$ cat config.mk
export PLATFORM = sky130hd
export DESIGN_NAME = playfair_digraph_cipher_core
export DESIGN_NICKNAME = d
export VERILOG_FILES = /design/src/rtl/pfc_pkg.sv /design/src/rtl/pfc_store.sv /design/src/rtl/pfc_rule.sv /design/src/rtl/playfair_digraph_cipher_core.sv
export SDC_FILE = /design/constraint.sdc
export NUM_CORES = 1
export LEC_CHECK = 0
export ABC_CLOCK_PERIOD_IN_PS = 12300
export BUFFER_PORTS_ARGS = -buffer_cell sky130_fd_sc_hd__buf_2
export CORE_MARGIN = 3
export CORE_UTILIZATION = 60
export CTS_CLUSTER_SIZE = 14
export DETAILED_ROUTE_END_ITERATION = 10
export PLACE_DENSITY = 0.76
export SETUP_SLACK_MARGIN = 0.1
export SLEW_MARGIN = 20
export SYNTH_ARGS = -nofsm -noshare
export SYNTH_HDL_FRONTEND = slang
export SYNTH_HIERARCHICAL = 1
export SYNTH_SLANG_ARGS = --single-unit
$ cat constraint.sdc
create_clock -name clk_i -period 12.3 [get_ports clk_i]
set_input_delay 0.615 -clock clk_i [delete_from_list [all_inputs] [get_ports clk_i]]
set_output_delay 0.615 -clock clk_i [all_outputs]
set_load 0.05 [all_outputs]
$ cat src/rtl/pfc_pkg.sv
`default_nettype none

package pfc_pkg;

  localparam int unsigned LET_W   = 5;
  localparam int unsigned SQ_W    = 5;
  localparam int unsigned NUM_SQ  = 25;
  localparam int unsigned NUM_LET = 26;

  localparam logic [LET_W-1:0] LET_I    = 5'd8;
  localparam logic [LET_W-1:0] LET_J    = 5'd9;
  localparam logic [LET_W-1:0] LET_X    = 5'd23;
  localparam logic [LET_W-1:0] LET_Z    = 5'd25;
  localparam logic [LET_W-1:0] LET_LAST = 5'd25;
  localparam logic [SQ_W-1:0]  SQ_FULL  = 5'd25;

  localparam logic [7:0] CHAR_UP_A = 8'h41;
  localparam logic [7:0] CHAR_UP_Z = 8'h5A;
  localparam logic [7:0] CHAR_LO_A = 8'h61;
  localparam logic [7:0] CHAR_LO_Z = 8'h7A;
  localparam logic [7:0] CASE_GAP  = 8'd32;
  localparam logic [6:0] ASCII_A   = 7'd65;

  typedef enum logic [1:0] {
    OP_KEY_CHAR  = 2'd0,
    OP_KEY_DONE  = 2'd1,
    OP_TEXT_CHAR = 2'd2,
    OP_TEXT_END  = 2'd3
  } op_e;

  typedef enum logic [2:0] {
    S_IDLE,
    S_CLOSE,
    S_PAIR,
    S_SLOT,
    S_EMIT_A,
    S_EMIT_B
  } state_e;

  typedef struct packed {
    logic [1:0] opcode;
    logic [7:0] in_char;
  } in_item_t;

  typedef struct packed {
    logic [6:0] out_char;
    logic       pair_last;
  } out_item_t;

  typedef struct packed {
    logic             ok;
    logic [LET_W-1:0] code;
  } fold_t;

  // one write port shared by both arrays, two read ports on each
  typedef struct packed {
    logic             wr_en;
    logic [SQ_W-1:0]  wr_sq;
    logic [LET_W-1:0] wr_let;
    logic             slot_rd_en;
    logic [LET_W-1:0] slot_rd_a;
    logic [LET_W-1:0] slot_rd_b;
    logic             grid_rd_en;
    logic [SQ_W-1:0]  grid_rd_a;
    logic [SQ_W-1:0]  grid_rd_b;
  } store_req_t;

  function automatic fold_t fold_char(logic [7:0] raw);
    logic [7:0] c;
    fold_t      r;
    c = raw;
    if (c >= CHAR_LO_A && c <= CHAR_LO_Z) begin
      c = c - CASE_GAP;
    end
    r.ok   = (c >= CHAR_UP_A) && (c <= CHAR_UP_Z);
    r.code = LET_W'(c - CHAR_UP_A);
    if (r.code == LET_J) begin
      r.code = LET_I;
    end
    return r;
  endfunction

  function automatic logic [2:0] sq_row(logic [SQ_W-1:0] sq);
    logic [2:0] r;
    priority if (sq >= 5'd20) begin
      r = 3'd4;
    end else if (sq >= 5'd15) begin
      r = 3'd3;
    end else if (sq >= 5'd10) begin
      r = 3'd2;
    end else if (sq >= 5'd5) begin
      r = 3'd1;
    end else begin
      r = 3'd0;
    end
    return r;
  endfunction

endpackage

`default_nettype wire

$ cat src/rtl/pfc_store.sv
`default_nettype none

module pfc_store (
  input  wire logic                       clk_i,
  input  wire pfc_pkg::store_req_t        req_i,
  output logic [pfc_pkg::SQ_W-1:0]        slot_a_o,
  output logic [pfc_pkg::SQ_W-1:0]        slot_b_o,
  output logic [pfc_pkg::LET_W-1:0]       grid_a_o,
  output logic [pfc_pkg::LET_W-1:0]       grid_b_o
);

  // grid: square -> letter, slot: letter -> square
  logic [pfc_pkg::LET_W-1:0] grid_mem [pfc_pkg::NUM_SQ];
  logic [pfc_pkg::SQ_W-1:0]  slot_mem [pfc_pkg::NUM_LET];

  always_ff @(posedge clk_i) begin
    if (req_i.wr_en) begin
      grid_mem[req_i.wr_sq]  <= req_i.wr_let;
      slot_mem[req_i.wr_let] <= req_i.wr_sq;
    end
  end

  always_ff @(posedge clk_i) begin
    if (req_i.slot_rd_en) begin
      slot_a_o <= slot_mem[req_i.slot_rd_a];
      slot_b_o <= slot_mem[req_i.slot_rd_b];
    end
  end

  always_ff @(posedge clk_i) begin
    if (req_i.grid_rd_en) begin
      grid_a_o <= grid_mem[req_i.grid_rd_a];
      grid_b_o <= grid_mem[req_i.grid_rd_b];
    end
  end

endmodule

`default_nettype wire

$ cat src/rtl/pfc_rule.sv
`default_nettype none

module pfc_rule (
  input  wire logic [pfc_pkg::SQ_W-1:0] sq_a_i,
  input  wire logic [pfc_pkg::SQ_W-1:0] sq_b_i,
  input  wire logic                     encrypt_i,
  output logic [pfc_pkg::SQ_W-1:0]      sq_a_o,
  output logic [pfc_pkg::SQ_W-1:0]      sq_b_o
);

  logic [2:0] row_a, row_b, col_a, col_b;

  function automatic logic [2:0] wrap_step(logic [2:0] v, logic fwd);
    logic [2:0] r;
    if (fwd) begin
      r = (v == 3'd4) ? 3'd0 : v + 3'd1;
    end else begin
      r = (v == 3'd0) ? 3'd4 : v - 3'd1;
    end
    return r;
  endfunction

  function automatic logic [pfc_pkg::SQ_W-1:0] sq_index(logic [2:0] r, logic [2:0] c);
    return pfc_pkg::SQ_W'({r, 2'b00}) + pfc_pkg::SQ_W'(r) + pfc_pkg::SQ_W'(c);
  endfunction

  always_comb begin
    row_a = pfc_pkg::sq_row(sq_a_i);
    row_b = pfc_pkg::sq_row(sq_b_i);
    col_a = 3'(sq_a_i - sq_index(row_a, 3'd0));
    col_b = 3'(sq_b_i - sq_index(row_b, 3'd0));
  end

  always_comb begin
    priority if (row_a == row_b) begin
      sq_a_o = sq_index(row_a, wrap_step(col_a, encrypt_i));
      sq_b_o = sq_index(row_b, wrap_step(col_b, encrypt_i));
    end else if (col_a == col_b) begin
      sq_a_o = sq_index(wrap_step(row_a, encrypt_i), col_a);
      sq_b_o = sq_index(wrap_step(row_b, encrypt_i), col_b);
    end else begin
      // rectangle: swap columns
      sq_a_o = sq_index(row_a, col_b);
      sq_b_o = sq_index(row_b, col_a);
    end
  end

endmodule

`default_nettype wire

$ cat src/rtl/playfair_digraph_cipher_core.sv
`default_nettype none

// Key character: taken and placed in idle. Key done on an open key: one letter of the
// alphabet checked and placed per cycle by the fill sweep through the grid memory.
// Text character or text end that closes a pair: states pair, slot, emit A (first letter),
// emit B (second letter, after any output stall), then idle; no new transaction is taken
// before the pair is out. Two dependent memory reads (slot, then grid) precede emit A.
// Reset: encrypt mode on, key open and empty, no pending letter; memories not cleared.
module playfair_digraph_cipher_core (
  input  wire logic                clk_i,
  input  wire logic                rst_ni,
  input  wire logic                cfg_we_i,
  input  wire logic                cfg_wdata_i,
  input  wire logic                in_valid_i,
  output logic                     in_stall_o,
  input  wire pfc_pkg::in_item_t   in_data_i,
  output logic                     out_valid_o,
  input  wire logic                out_stall_i,
  output pfc_pkg::out_item_t       out_data_o
);

  pfc_pkg::state_e state_q, state_d;
  pfc_pkg::op_e    op_q, op_d, in_op;

  logic [pfc_pkg::SQ_W-1:0]    fill_q, fill_d, fill_eff;
  logic                        key_closed_q, key_closed_d;
  logic [pfc_pkg::NUM_LET-1:0] used_q, used_d, used_eff;
  logic [pfc_pkg::LET_W-1:0]   pend_let_q, pend_let_d;
  logic                        pend_valid_q, pend_valid_d;
  logic [pfc_pkg::LET_W-1:0]   let_q, let_d;
  logic                        let_ok_q, let_ok_d;
  logic [pfc_pkg::LET_W-1:0]   sweep_q, sweep_d;
  logic                        mode_q;

  pfc_pkg::fold_t      in_fold;
  pfc_pkg::store_req_t req;
  logic                in_acc, place_key, place_sweep, sweep_end;
  logic [pfc_pkg::SQ_W-1:0]  slot_a, slot_b, rule_a, rule_b;
  logic [pfc_pkg::LET_W-1:0] grid_a, grid_b, pair_b;

  pfc_store u_store (
    .clk_i    (clk_i),
    .req_i    (req),
    .slot_a_o (slot_a),
    .slot_b_o (slot_b),
    .grid_a_o (grid_a),
    .grid_b_o (grid_b)
  );

  pfc_rule u_rule (
    .sq_a_i    (slot_a),
    .sq_b_i    (slot_b),
    .encrypt_i (mode_q),
    .sq_a_o    (rule_a),
    .sq_b_o    (rule_b)
  );

  always_comb begin
    in_op   = pfc_pkg::op_e'(in_data_i.opcode);
    in_fold = pfc_pkg::fold_char(in_data_i.in_char);
    in_acc  = in_valid_i && (state_q == pfc_pkg::S_IDLE);
    // a key character after the key is closed starts from an empty key
    used_eff  = key_closed_q ? '0 : used_q;
    fill_eff  = key_closed_q ? '0 : fill_q;
    place_key = in_acc && (in_op == pfc_pkg::OP_KEY_CHAR) && in_fold.ok
             && !used_eff[in_fold.code] && (fill_eff < pfc_pkg::SQ_FULL);
    place_sweep = (state_q == pfc_pkg::S_CLOSE) && (sweep_q != pfc_pkg::LET_J)
               && !used_q[sweep_q] && (fill_q < pfc_pkg::SQ_FULL);
    sweep_end = (sweep_q == pfc_pkg::LET_LAST);
    pair_b    = (op_q == pfc_pkg::OP_TEXT_END) ? pfc_pkg::LET_Z :
                (pend_let_q == let_q)          ? pfc_pkg::LET_X : let_q;
  end

  // next state
  always_comb begin
    state_d = state_q;
    unique case (state_q)
      pfc_pkg::S_IDLE: begin
        if (in_acc) begin
          unique case (in_op)
            pfc_pkg::OP_KEY_CHAR: state_d = pfc_pkg::S_IDLE;
            pfc_pkg::OP_KEY_DONE: state_d = key_closed_q ? pfc_pkg::S_IDLE
                                                         : pfc_pkg::S_CLOSE;
            pfc_pkg::OP_TEXT_CHAR,
            pfc_pkg::OP_TEXT_END: state_d = key_closed_q ? pfc_pkg::S_PAIR
                                                         : pfc_pkg::S_CLOSE;
          endcase
        end
      end
      pfc_pkg::S_CLOSE: begin
        if (sweep_end) begin
          state_d = (op_q == pfc_pkg::OP_KEY_DONE) ? pfc_pkg::S_IDLE : pfc_pkg::S_PAIR;
        end
      end
      pfc_pkg::S_PAIR: begin
        if (!pend_valid_q || (op_q == pfc_pkg::OP_TEXT_CHAR && !let_ok_q)) begin
          state_d = pfc_pkg::S_IDLE;
        end else begin
          state_d = pfc_pkg::S_SLOT;
        end
      end
      pfc_pkg::S_SLOT: state_d = pfc_pkg::S_EMIT_A;
      pfc_pkg::S_EMIT_A: begin
        if (!out_stall_i) begin
          state_d = pfc_pkg::S_EMIT_B;
        end
      end
      pfc_pkg::S_EMIT_B: begin
        if (!out_stall_i) begin
          state_d = pfc_pkg::S_IDLE;
        end
      end
      default: state_d = pfc_pkg::S_IDLE;
    endcase
  end

  // datapath registers
  always_comb begin
    fill_d       = fill_q;
    key_closed_d = key_closed_q;
    used_d       = used_q;
    pend_let_d   = pend_let_q;
    pend_valid_d = pend_valid_q;
    op_d         = op_q;
    let_d        = let_q;
    let_ok_d     = let_ok_q;
    sweep_d      = sweep_q;
    unique case (state_q)
      pfc_pkg::S_IDLE: begin
        if (in_acc) begin
          op_d     = in_op;
          let_d    = in_fold.code;
          let_ok_d = in_fold.ok;
          sweep_d  = '0;
          if (in_op == pfc_pkg::OP_KEY_CHAR && key_closed_q) begin
            fill_d       = '0;
            used_d       = '0;
            key_closed_d = 1'b0;
            pend_valid_d = 1'b0;
            pend_let_d   = '0;
          end
          if (place_key) begin
            fill_d                = fill_eff + pfc_pkg::SQ_W'(1);
            used_d                = used_eff;
            used_d[in_fold.code]  = 1'b1;
          end
        end
      end
      pfc_pkg::S_CLOSE: begin
        if (place_sweep) begin
          fill_d           = fill_q + pfc_pkg::SQ_W'(1);
          used_d[sweep_q]  = 1'b1;
        end
        if (sweep_end) begin
          key_closed_d = 1'b1;
        end else begin
          sweep_d = sweep_q + pfc_pkg::LET_W'(1);
        end
      end
      pfc_pkg::S_PAIR: begin
        if (op_q == pfc_pkg::OP_TEXT_CHAR) begin
          if (let_ok_q) begin
            pend_let_d = let_q;
            // a doubled letter stays open for the next pair
            pend_valid_d = !pend_valid_q || (pend_let_q == let_q);
          end
        end else begin
          pend_valid_d = 1'b0;
        end
      end
      pfc_pkg::S_SLOT, pfc_pkg::S_EMIT_A, pfc_pkg::S_EMIT_B: begin
      end
      default: begin
      end
    endcase
  end

  // outputs and memory requests
  always_comb begin
    in_stall_o           = (state_q != pfc_pkg::S_IDLE);
    out_valid_o          = (state_q == pfc_pkg::S_EMIT_A) || (state_q == pfc_pkg::S_EMIT_B);
    out_data_o.pair_last = (state_q == pfc_pkg::S_EMIT_B);
    out_data_o.out_char  = pfc_pkg::ASCII_A + 7'((state_q == pfc_pkg::S_EMIT_B) ? grid_b
                                                                                : grid_a);
    req            = '0;
    req.wr_en      = place_key || place_sweep;
    req.wr_sq      = (state_q == pfc_pkg::S_CLOSE) ? fill_q : fill_eff;
    req.wr_let     = (state_q == pfc_pkg::S_CLOSE) ? sweep_q : in_fold.code;
    req.slot_rd_en = (state_q == pfc_pkg::S_PAIR);
    req.slot_rd_a  = pend_let_q;
    req.slot_rd_b  = pair_b;
    req.grid_rd_en = (state_q == pfc_pkg::S_SLOT);
    req.grid_rd_a  = rule_a;
    req.grid_rd_b  = rule_b;
  end

  always_ff @(posedge clk_i or negedge rst_ni) begin
    if (!rst_ni) begin
      state_q      <= pfc_pkg::S_IDLE;
      fill_q       <= '0;
      key_closed_q <= 1'b0;
      used_q       <= '0;
      pend_let_q   <= '0;
      pend_valid_q <= 1'b0;
      op_q         <= pfc_pkg::OP_KEY_CHAR;
      sweep_q      <= '0;
      mode_q       <= 1'b1;
    end else begin
      state_q      <= state_d;
      fill_q       <= fill_d;
      key_closed_q <= key_closed_d;
      used_q       <= used_d;
      pend_let_q   <= pend_let_d;
      pend_valid_q <= pend_valid_d;
      op_q         <= op_d;
      sweep_q      <= sweep_d;
      if (cfg_we_i) begin
        mode_q <= cfg_wdata_i;
      end
    end
  end

  always_ff @(posedge clk_i) begin
    let_q    <= let_d;
    let_ok_q <= let_ok_d;
  end

  a_fill_bound: assert property (@(posedge clk_i) disable iff (!rst_ni)
    fill_q <= pfc_pkg::SQ_FULL)
    else $error("fill count beyond grid size");

  a_fill_count_matches_used: assert property (@(posedge clk_i) disable iff (!rst_ni)
    $countones(used_q) == 32'(fill_q))
    else $error("fill count out of step with used letters");

  a_close_fills_grid: assert property (@(posedge clk_i) disable iff (!rst_ni)
    (state_q == pfc_pkg::S_CLOSE && sweep_end) |=> (key_closed_q && fill_q == pfc_pkg::SQ_FULL))
    else $error("key close left grid incomplete");

  a_emit_needs_key: assert property (@(posedge clk_i) disable iff (!rst_ni)
    out_valid_o |-> (key_closed_q && fill_q == pfc_pkg::SQ_FULL))
    else $error("output transaction with open key");

  a_pair_order: assert property (@(posedge clk_i) disable iff (!rst_ni)
    (state_q == pfc_pkg::S_EMIT_A && !out_stall_i) |=> (state_q == pfc_pkg::S_EMIT_B))
    else $error("second letter of digraph skipped");

endmodule

`default_nettype wire

== Yosys cells after proc, flatten, opt, wreduce, memory -nomap -nowiden ==
Memory sizes are Yosys's and may differ from the RTL's. A register that Yosys moved wholly into a read port is not among the register bits.
Cells that the tools add are included.
Cells by class
  mux-type cells: 83
  bitwise operators: 2
  equal/unequal tests: 32
  reduce and logical (&&, ||, !) cells: 39
  add/sub/neg operators: 26
  $lt $le $gt $ge: 18
Operator list (number)
  2-to-1 mux 26 bit: 5
  2-to-1 mux 5 bit: 20
  2-to-1 mux 3 bit: 28
  OR 26 bit: 2
  case mux 26 bit (2 select lines): 1
  adder 5 x 3 -> 5 bit: 10
  case mux 5 bit (2 select lines): 3
  >= comparator 5 x 4 -> 1 bit (second input constant): 4
  equality test 3 bit (second input constant): 6
  case mux 3 bit (6 select lines): 1
  >= comparator 8 x 7 -> 1 bit (second input constant): 2
  <= comparator 8 x 7 -> 1 bit (second input constant): 2
  AND reduction 4 bit: 4
  adder 5 x 1 -> 5 bit (second input constant): 3
  logical NOT 3 bit: 5
  logical AND 1 bit: 14
  2-to-1 mux 1 bit: 14
  inequality test 2 bit (second input constant): 7
  adder 3 x 1 -> 3 bit (second input constant): 4
  < comparator 5 x 6 -> 1 bit (second input constant): 2
  subtractor 3 x 1 -> 3 bit (second input constant): 4
  binary-select mux 1 bit (select 5 bit): 2
  demux 1 bit (select 5 bit): 2
  >= comparator 5 x 1 -> 1 bit (second input constant): 2
  32 further kinds: 53
Storage, ports and cells
  word-level logic and storage cells: 213
  register bits after elaboration: 55
  bits in writable memories: 255
  bits of input ports: 16
  output and inout port bits: 10
  memories kept: 2
Memories
  u_store.slot_mem: depth 26, bits a word 5, rd ports 2, clocked after memory_dff 2, write ports 1, RTL line pfc_store.sv:14  | logic [pfc_pkg::SQ_W-1:0] slot_mem [pfc_pkg::NUM_LET];
  u_store.grid_mem: depth 25, bits a word 5, rd ports 2, clocked after memory_dff 2, write ports 1, RTL line pfc_store.sv:13  | logic [pfc_pkg::LET_W-1:0] grid_mem [pfc_pkg::NUM_SQ];

== Depth between registers and ports, before layout ==
Gate-level depths: netlist of run 1.
  depth after elaboration: 14
  gate-level depth with buffers: 28
  mapped depth without buffers: 25

== Hierarchy ==
The synthesis of run 1 kept the hierarchy.
By module, submodules not included
  pfc_store: instances 1, area an instance 12953.7 µm², cells an instance 806, seq. area each 8257.9 µm²
  playfair_digraph_cipher_core: instances 1, area an instance 4341.7 µm², cells an instance 519, seq. area each 1407.6 µm²
  pfc_rule: instances 1, area an instance 1776.7 µm², cells an instance 230, seq. area each 0.0 µm²

== Worst setup path before layout of run 1 ==
No wires, ideal clock.
  kind: register to register
  from: register u_store/slot_a_o[2] in the netlist's numbering, read port of u_store.slot_mem
  to: register u_store/grid_a_o[0] in the netlist's numbering, read port of u_store.grid_mem, data pin
  required time: 12.024 ns
  cell stages (with the launch flop): 28
  buffers on the path: 3
  clock period less this slack: 5.375 ns
  arrival: 5.098 ns
  path slack: 6.925 ns
  library setup time: 0.276 ns
  path through: edfxtp_1 -> buf_2 -> or3b_1 -> o31ai_1 -> a31o_2 -> ha_1 -> inv_1 -> fa_1 -> or3_4 -> and2_1 -> clkbuf_1 -> inv_1 -> ha_1 -> nor2b_1 -> nand2_1 -> o21ai_0 -> ha_1 -> a21o_1 -> a21o_1 -> nand2b_1 -> a211o_1 -> o41a_1 -> o311ai_0 -> clkbuf_1 -> nor2b_1 -> nor2b_1 -> nor2b_1 -> a2111oi_2
RTL lines
  start, declared: RTL line pfc_store.sv:6  | output logic [pfc_pkg::SQ_W-1:0] slot_a_o,
  end, declared: RTL line pfc_store.sv:8  | output logic [pfc_pkg::LET_W-1:0] grid_a_o,

==> flow_summary.yaml, run 1 <==
setup_path:
  cp_max_fo: 12
  critical_path.slowest_cell: "a21oi_1"
  rr_endpoint: "u_store/grid_a_o[4]$_DFFE_PP_"
  path_delay_family: "simple AND/OR/NAND/NOR gates"
  cp-endpoint: "u_store/grid_a_o[4]$_DFFE_PP_"
  crit_cells: 21
  r2r_slack_ps: 6270
  critPathKind: "flip-flop to flip-flop"
  reg2reg_depth: 21
  worstSetupStartpointType: "flip-flop"
  critical_path_buf_inv_count: 2
  path_cells: "or3b_1 > o31ai_1 > a31o_2 > ha_1 > inv_1 > fa_1 > or3_4 > and2_1 > inv_1 > fa_1 > ha_1 > a21o_1 > a21oi_1 > xnor2_1 > mux2i_1 > a21oi_1 > nor2b_1 > nor2b_1 > a22oi_1 > nor2_1 > nor3_1"
  endpoint_kind: "flip-flop"
  max_stage_delay_ps: 820
  required_ps: 12660
  cp.arrival_ps: 6390
  r2r_start: "u_store/slot_a_o[2]$_DFFE_PP_"
  startpoint: "u_store/slot_a_o[2]$_DFFE_PP_"
sta:
  tightest_slew_ps: 1030
  setup_viol: 0
  grt_setup_unrepaired: "no"
  finClkSkew_ps: 22.9
  fin_tns_setup_ps: 0
  finalHoldViolations: 0
  max_freq_ghz: 0.166
  period_share: 0.490
  slew_headroom: 0.312
  slew_violations: 0
  fin_crit_ps: 6030
routing:
  drtIter0Drc: 1671
  ant_nets: 0
  drtPass1Iterations: 5
  vias_per_cell: 6.90
  wire_per_inst_um: 24.7
  wirelength_um: 48700
  via_count: 13643
  drc: 0
cells_and_area:
  n_fill_cell: 2181
  area_growth_pct: 8.95
  drive_gt1_frac: 0.164
  num-nets-final: 1624
  diodes: 0
floorplanning:
  num_io_pins: 26
  fp-row-count: 64
  fp.dieArea_mm2: 0.0340
  die_h_um: 184
  initial_core_util: 0.615
  core_area_mm2: 0.0310
  die_x_um: 184
logic_synthesis:
  synth.avg_cell_area_um2: 12.3
  ys_seq_elements: 330
  synth_async_sr_flop_share: 0.148
  ys_types: 88
  synth_top_area_frac: 0.442
  synth_top_flop_cell: "edfxtp_1"
  yosysWarningCount: 6
  yosysSeqAreaShare: 0.507
  syn_inst: 1555
  yosysTopAreaCell: "edfxtp_1"
  syn_area_mm2: 0.0191
  synth_nets: 1628
  synth_edf_count: 281
  synth.area.top_cells: "edfxtp_1 44%, mux4_2 8.0%, dfrtp_1 6.3%"
place:
  gp_congestion: 0.938
  portBuffers: 24
  place_hpwl_um: 32800
clocking:
  cts_buffer_depth: 3
  cts_resized: 0
  htreeDepth: 2
  cts-root-buf: "clkbuf_16"
  cts_tree: "done"
  insertion_delay_ps: 540
  cts_buffers: 37
  postCtsHoldBufs: 0
  post_cts_buffers: 0
  cts_num_sinks: 330
  path_clk_slew_ps: 60
run:
  cap_violations: 0
global_routing:
  antenna_found_initial: 0
  grt_pass1_wl_um: 75700
  grt-ovfl-total: 0
  grt_pass1_vias: 13235
  grt_max_degree: 56
  grtUsageTotal: 0.287
status:
  status: "finished, final reports clean"
min_path:
  hp-class: "primary input to async pin"
[cell usage after synthesis, types with 10 or more instances]
master     number
o32ai_1        10
and2_1         11
o211ai_1       11
nor3b_1        10
nand3b_1       17
a21o_1         16
inv_1          38
xor2_1         16
o21ai_0        62
buf_4          16
mux2_2         28
mux2i_1       112
nor3_1         30
a22oi_1        19
o22ai_1        31
ha_1           47
dfrtp_1        48
a21oi_1        63
nor2_1        114
clkbuf_1       40
xnor2_1        11
nand2_1       140
a31oi_1        18
nand2b_1       19
nor2b_1        21
buf_2          29
nor4_1         10
nand3_1        24
mux4_2         68
a2bb2oi_1      23
o2bb2ai_1      14
fa_1           10
edfxtp_1      281
[sequential cells by signal (all words and copies together), names as in the netlist, 3 cells and up]
register	cells
u_store/grid_b_o	5
u_store/grid_mem	125
used_q	26
u_store/slot_mem	130
state_q	3
fill_q	5
let_q	5
u_store/slot_b_o	5
u_store/slot_a_o	5
pend_let_q	5
u_store/grid_a_o	5
sweep_q	5
[stage by stage]
stage	worst slack (ps)	cells	cell area (µm²)	hold slack, ps	util
floorplan	6930	1555	19100	319	-
global placement	6450	1907	19500	478	0.629
detailed placement	6260	1907	19500	496	0.629
CTS	6280	1975	20800	237	0.670
global route	5920	1976	20800	277	0.671
finish	6270	1976	20800	228	0.671
[logic make-up (layout without fill, tap and decap cells)]
kind of cell,count (synthesis),count (layout),synth area share
xor+xnor,27,27,0.0124
fa+ha+maj,58,58,0.0419
simple gates,443,443,0.115
compound gates,344,344,0.124
flops,330,330,0.507
mux,216,216,0.167
other cells,1,1,0.000197
buf+inv,136,161,0.0340
[cell usage in the layout, fill, tap and decap left out, types with 23 or more instances in the layout]
master,n
inv_1,38
ha_1,47
mux2_2,28
edfxtp_1,281
nand2_1,140
mux4_2,68
mux2i_1,112
buf_2,24
o22ai_1,31
nor3_1,30
nor2_1,112
buf_4,28
dfrtp_1,47
o21ai_0,58
a2bb2oi_1,23
clkbuf_16,37
a21oi_1,62
nand3_1,24
[layout make-up]
| type | instances | area, µm² | area share |
|---|---|---|---|
| tap | 396 | 495 | 0.0238 |
| multi-input combinational | 1089 | 8840 | 0.425 |
| clock buffer | 42 | 975 | 0.0469 |
| inverter | 40 | 153 | 0.00735 |
| timing repair buffer | 53 | 358 | 0.0172 |
| clock inverter | 26 | 295 | 0.0142 |
| sequential | 330 | 9670 | 0.465 |
[layer usage]
layer,up-vias,global-route usage,share of wire
li1,6047,-,-
met1,6672,0.411,0.41
met2,790,0.456,0.46
met3,134,0.0442,0.093
met4,0,0.0983,0.033
met5,-,0,0
[worst min path at each step]
stage / end / cells past startpoint
finish: used_q[17]$_DFFE_PN0P_ / 2
global route: used_q[17]$_DFFE_PN0P_ / 2
CTS: used_q[5]$_DFFE_PN0P_ / 2
detailed placement: pend_valid_q$_DFFE_PN0P_ / 2
global placement: pend_valid_q$_DFFE_PN0P_ / 2
floorplan: fill_q[0]$_DFFE_PN0P_ / 0
Power of run 1 is not shown: default switching activity piles up to over one toggle a cycle in this logic, so the estimate is an artifact.
==> run 2: changes to the inputs <==
--- a/config.mk
+++ b/config.mk
@@ -5,7 +5,7 @@
 export SDC_FILE = /design/constraint.sdc
 export NUM_CORES = 1
 export LEC_CHECK = 0
-export ABC_CLOCK_PERIOD_IN_PS = 12300
+export ABC_CLOCK_PERIOD_IN_PS = 6000
 export BUFFER_PORTS_ARGS = -buffer_cell sky130_fd_sc_hd__buf_2
 export CORE_MARGIN = 3
 export CORE_UTILIZATION = 60
==> constraint.sdc (replaced) <==
create_clock -name clk_i -period 6 [get_ports clk_i]
set_input_delay 0.3 -clock clk_i [delete_from_list [all_inputs] [get_ports clk_i]]
set_output_delay 0.3 -clock clk_i [all_outputs]
set_load 0.05 [all_outputs]
==> flow_summary.yaml, run 2 (synthesis results as in run 1) <==
routing:
  vias_per_cell: 7.01
  drtIter0Drc: 1722
  drtPass1Iterations: 8
  via_count: 13902
  wirelength_um: 49100
  ant_nets: 0
  wire_per_inst_um: 24.8
  drc: 0
cells_and_area:
  n_fill_cell: 2156
  largest_registers: "u_store/slot_mem x130, u_store/grid_mem x125, used_q x26"
  largest_reg_flops: 130
  final_cells: 1983
  num-nets-final: 1634
  most-common-layout-cells: "281 x edfxtp_1, 140 x nand2_1, 112 x mux2i_1, 112 x nor2_1, 68 x mux4_2"
  drive_gt1_frac: 0.164
  largest_register: "u_store/slot_mem"
  diodes: 0
  layout_commonest_cell: "edfxtp_1"
  area_growth_pct: 8.66
clocking:
  cts-root-buf: "clkbuf_16"
  insertion_delay_ps: 530
  cts_tree: "done"
  cts_buffers: 35
  path_clk_slew_ps: 60
  htreeDepth: 2
  cts_buffer_depth: 3
  cts_num_sinks: 330
setup_path:
  endpoint_kind: "flip-flop"
  critPathKind: "flip-flop to flip-flop"
  required_ps: 6280
  cp_max_fo: 11
  max_stage_delay_ps: 690
  critical_path.slowest_cell: "fa_1"
  path_delay_family: "compound AO/OA/AOI/OAI gates"
  worstSetupStartpointType: "flip-flop"
  path_cells: "or3b_1 > a21bo_2 > a31oi_2 > inv_1 > ha_1 > inv_1 > fa_1 > inv_1 > ha_1 > mux2i_1 > o21ai_0 > ha_1 > a21o_1 > a21oi_1 > nand2_1 > a211o_1 > o41a_1 > o311ai_2 > mux4_2 > mux2_2 > o311a_1"
  critical_path_buf_inv_count: 3
  cp.arrival_ps: 5860
global_routing:
  grtUsageTotal: 0.292
  use_met3: 0.0478
  busiest_layer: "met2"
  antenna_found_initial: 0
  grt_pass1_wl_um: 77200
  grt-ovfl-total: 0
  grt_pass1_vias: 13494
  gr-usage-met1: 0.416
  use_met2: 0.467
  grt_max_degree: 52
sta:
  tightest_slew_ps: 1030
  fin_tns_setup_ps: 0
  period_share: 0.931
  max_freq_ghz: 0.179
  hold_ws_ps: 45.5
  setup_viol: 0
  slew_violations: 0
  fin_crit_ps: 5590
  finClkSkew_ps: 35.9
  slew_headroom: 0.312
  grt_setup_unrepaired: "no"
  finalHoldViolations: 0
  setup_ws_ps: 415
floorplanning:
  initial_core_util: 0.615
  core_area_mm2: 0.0310
  fp.dieArea_mm2: 0.0340
  die_h_um: 184
  num_io_pins: 26
  fp-row-count: 64
  die_x_um: 184
place:
  portBuffers: 24
  place_inst: 1916
  dpl_worst_slack_ps: 223
  place_hpwl_um: 34200
  gp_congestion: 0.944
status:
  status: "finished, final reports clean"
run:
  cap_violations: 0
min_path:
  hp-class: "primary input to flip-flop"
==> run 2: cell count changes in the layout (fill, tap and decap cells not counted), sizes merged <==
cell         before  now
inv              43   40
dlygate4sd3       0    1
bufinv            5    3
clkinv           17   19
clkinvlp          1    3
clkbuf           42   38
buf              53   64
==> run 2: cell type report <==
| cell class | instances | area [µm²] | share of cell area |
|---|---|---|---|
| clock inverter | 25 | 224 | 0.0108 |
| tap | 396 | 495 | 0.0239 |
| sequential | 330 | 9670 | 0.467 |
| inverter | 40 | 153 | 0.00737 |
| multi-input combinational | 1089 | 8840 | 0.427 |
| clock buffer | 38 | 897 | 0.0433 |
| timing repair buffer | 65 | 447 | 0.0216 |
==> run 2: worst paths after layout <==
check / start / cells after the start / slack, ps / to
worst max-delay path: u_store/slot_b_o[2]$_DFFE_PP_ / 21 / 410 / u_store/grid_b_o[2]$_DFFE_PP_
worst min-delay path: in_data_i[9] / 3 / 50 / op_q[1]$_DFFE_PN0P_
worst max register to register: u_store/slot_b_o[2]$_DFFE_PP_ / 21 / 410 / u_store/grid_b_o[2]$_DFFE_PP_
worst min register to register: pend_valid_q$_DFFE_PN0P_ / 2 / 510 / pend_valid_q$_DFFE_PN0P_
max in group asynchronous: rst_ni / 3 / 5010 / pend_let_q[1]$_DFFE_PN0P_
min in group asynchronous: rst_ni / 3 / 460 / used_q[17]$_DFFE_PN0P_
==> run 2: routing by layer <==
layer | share of wire | routed length, µm | vias up
met3 | 0.096 | 4730 | 126
li1 | - | - | 6048
met4 | 0.033 | 1630 | 0
met2 | 0.47 | 23100 | 853
met5 | 0 | 0 | -
met1 | 0.40 | 19700 | 6875
==> run 2: worst reg2reg max path, stage by stage (launching register included) <==
cell and delay (ps):
edfxtp_1 530, or3b_1 450, a21bo_2 220, a31oi_2 60
inv_1 170, ha_1 180, inv_1 50, fa_1 690
inv_1 110, ha_1 250, mux2i_1 130, o21ai_0 290
ha_1 300, a21o_1 150, a21oi_1 170, nand2_1 90
a211o_1 260, o41a_1 120, o311ai_2 190, mux4_2 400
mux2_2 270, o311a_1 290
==> run 2: what timing repair did <==
action	in CTS	in global routing
hold endpoints to repair	48	0
resized for setup	0	2
endpoints found under the setup margin	0	4
buffers inserted	0	3
hold buffers	1	0
==> run 2: stage by stage <==
step | utilization | cell area [µm²]
after floorplan | - | 19100
after global routing | 0.669 | 20700
after global placement | 0.631 | 19600
after CTS | 0.668 | 20700
after detailed placement | 0.631 | 19600
final | 0.669 | 20700
Power of run 2 is left out for the same reason.
==> run 3: changes to the inputs <==
--- a/config.mk
+++ b/config.mk
@@ -8,10 +8,10 @@
 export ABC_CLOCK_PERIOD_IN_PS = 6000
 export BUFFER_PORTS_ARGS = -buffer_cell sky130_fd_sc_hd__buf_2
 export CORE_MARGIN = 3
-export CORE_UTILIZATION = 60
+export CORE_UTILIZATION = 57
 export CTS_CLUSTER_SIZE = 14
 export DETAILED_ROUTE_END_ITERATION = 10
-export PLACE_DENSITY = 0.76
+export PLACE_DENSITY_LB_ADDON = 0.1
 export SETUP_SLACK_MARGIN = 0.1
 export SLEW_MARGIN = 20
 export SYNTH_ARGS = -nofsm -noshare
==> flow_summary.yaml, run 3 (synthesis results as in run 1) <==
routing:
  wire_per_inst_um: 24.4
  drtPass1Iterations: 6
  drc: 0
  ant_nets: 0
  drtIter0Drc: 1396
  vias_per_cell: 6.62
  via_count: 13505
  wirelength_um: 49800
global_routing:
  grt-ovfl-total: 0
  grtUsageTotal: 0.278
  grt_pass1_vias: 13081
  grt_max_degree: 52
  antenna_found_initial: 1
  grt_pass1_wl_um: 76800
setup_path:
  endpoint_kind: "flip-flop"
  max_stage_delay_ps: 680
  cp.arrival_ps: 5830
  path_cells: "or3b_1 > a21bo_2 > a31oi_2 > inv_1 > ha_1 > inv_1 > fa_1 > inv_1 > ha_1 > mux2i_1 > o21ai_0 > ha_1 > a21o_1 > a21oi_1 > nand2_1 > a211o_1 > o41a_1 > o311ai_2 > mux4_2 > mux2_2 > o311a_1"
  rr_endpoint: "u_store/grid_b_o[2]$_DFFE_PP_"
  r2r_start: "u_store/slot_b_o[2]$_DFFE_PP_"
  cp_max_fo: 11
  required_ps: 6270
  critPathKind: "flip-flop to flip-flop"
  critical_path.slowest_cell: "fa_1"
  reg2reg_depth: 21
  r2r_slack_ps: 440
  worstSetupStartpointType: "flip-flop"
sta:
  fin_crit_ps: 5560
  slew_headroom: 0.419
  fin_tns_setup_ps: 0
  tightest_slew_ps: 871
  grt_setup_unrepaired: "no"
  slew_violations: 0
  max_freq_ghz: 0.180
  hold_ws_ps: 63.2
  finClkSkew_ps: 17.9
  period_share: 0.926
  setup_viol: 0
  finalHoldViolations: 0
cells_and_area:
  layout_commonest_cell: "edfxtp_1"
  n_fill_cell: 2517
  largest_register: "u_store/slot_mem"
  drive_gt1_frac: 0.172
  largest_registers: "u_store/slot_mem x130, u_store/grid_mem x125, used_q x26"
  largest_reg_flops: 130
  diodes: 0
  area_growth_pct: 9.70
  num-nets-final: 1644
  most-common-layout-cells: "281 x edfxtp_1, 140 x nand2_1, 112 x mux2i_1, 112 x nor2_1, 68 x mux4_2"
clocking:
  path_clk_slew_ps: 60
  cts_buffers: 36
  cts_num_sinks: 330
  htreeDepth: 2
  insertion_delay_ps: 520
  cts_buffer_depth: 3
  cts_tree: "done"
  cts-root-buf: "clkbuf_16"
min_path:
  holdPathStages: 3
  hp-class: "primary input to flip-flop"
  min_to: "op_q[1]$_DFFE_PN0P_"
  hold_start: "in_data_i[9]"
floorplanning:
  num_io_pins: 26
  die_h_um: 189
  fp-row-count: 66
  die_x_um: 189
  core_area_mm2: 0.0328
  initial_core_util: 0.582
  fp.dieArea_mm2: 0.0357
place:
  place_hpwl_um: 34700
  portBuffers: 24
  gp_congestion: 0.897
status:
  status: "finished, final reports clean"
run:
  cap_violations: 0
==> run 3: how the worst max path moves through the flow <==
stage | from | endpoint | slack, ps | cells past startpoint
floorplan | u_store/slot_a_o[2]$_DFFE_PP_ | u_store/grid_a_o[0]$_DFFE_PP_ | 630 | 27
global placement | u_store/slot_a_o[3]$_DFFE_PP_ | u_store/grid_a_o[4]$_DFFE_PP_ | 460 | 19
detailed placement | u_store/slot_a_o[3]$_DFFE_PP_ | u_store/grid_a_o[0]$_DFFE_PP_ | 260 | 25
CTS | u_store/slot_a_o[3]$_DFFE_PP_ | u_store/grid_a_o[0]$_DFFE_PP_ | 240 | 25
global route | u_store/slot_b_o[2]$_DFFE_PP_ | u_store/grid_b_o[2]$_DFFE_PP_ | 140 | 21
finish | u_store/slot_b_o[2]$_DFFE_PP_ | u_store/grid_b_o[2]$_DFFE_PP_ | 440 | 21
==> run 3: final cells by class <==
| class | instances | area [µm²] | area share |
|---|---|---|---|
| clock inverters | 25 | 268 | 0.0128 |
| well taps | 442 | 553 | 0.0264 |
| flip-flops and latches | 330 | 9670 | 0.462 |
| inverters | 40 | 153 | 0.00730 |
| multi-input cells | 1089 | 8860 | 0.423 |
| clock buffers | 39 | 912 | 0.0436 |
| repair buffers | 74 | 510 | 0.0244 |
==> run 3: worst max-delay path, delay by kind of cell, from the launching register on <==
kind / cells / cell delay (ps)
AO/OA/AOI/OAI: 9 / 1780
buffers and inverters: 3 / 320
flip-flops: 1 / 520
AND/OR/NAND/NOR: 2 / 500
adder cells (fa/ha/maj): 4 / 1400
multiplexers: 3 / 830
==> run 3: per-layer routing <==
| metal | vias up | GRT usage | part of all wire |
|---|---|---|---|
| met5 | - | 0 | 0.00030 |
| met4 | 2 | 0.0665 | 0.025 |
| met3 | 97 | 0.0407 | 0.076 |
| met2 | 586 | 0.452 | 0.47 |
| met1 | 6753 | 0.401 | 0.42 |
| li1 | 6067 | - | - |
==> run 3: stage by stage <==
| step | cells | cell area, µm² | utilization | setup slack [ps] |
|---|---|---|---|---|
| 2_1_floorplan | 1555 | 19100 | - | 625 |
| 3_3_place_gp | 1972 | 19700 | 0.601 | 465 |
| 3_5_place_dp | 1972 | 19700 | 0.601 | 264 |
| 4_1_cts | 2037 | 20900 | 0.637 | 244 |
| 5_1_grt | 2039 | 20900 | 0.638 | 140 |
| 6_report | 2039 | 20900 | 0.638 | 443 |
==> run 3: repair_timing <==
action / 4_1_cts / 5_1_grt
endpoints found under the setup margin: 0 / 3
setup buffers: 0 / 2
gates resized for setup: 0 / 5
hold endpoints to repair: 48 / 0
hold buffers: 1 / 0
Power of run 3 is left out for the same reason.
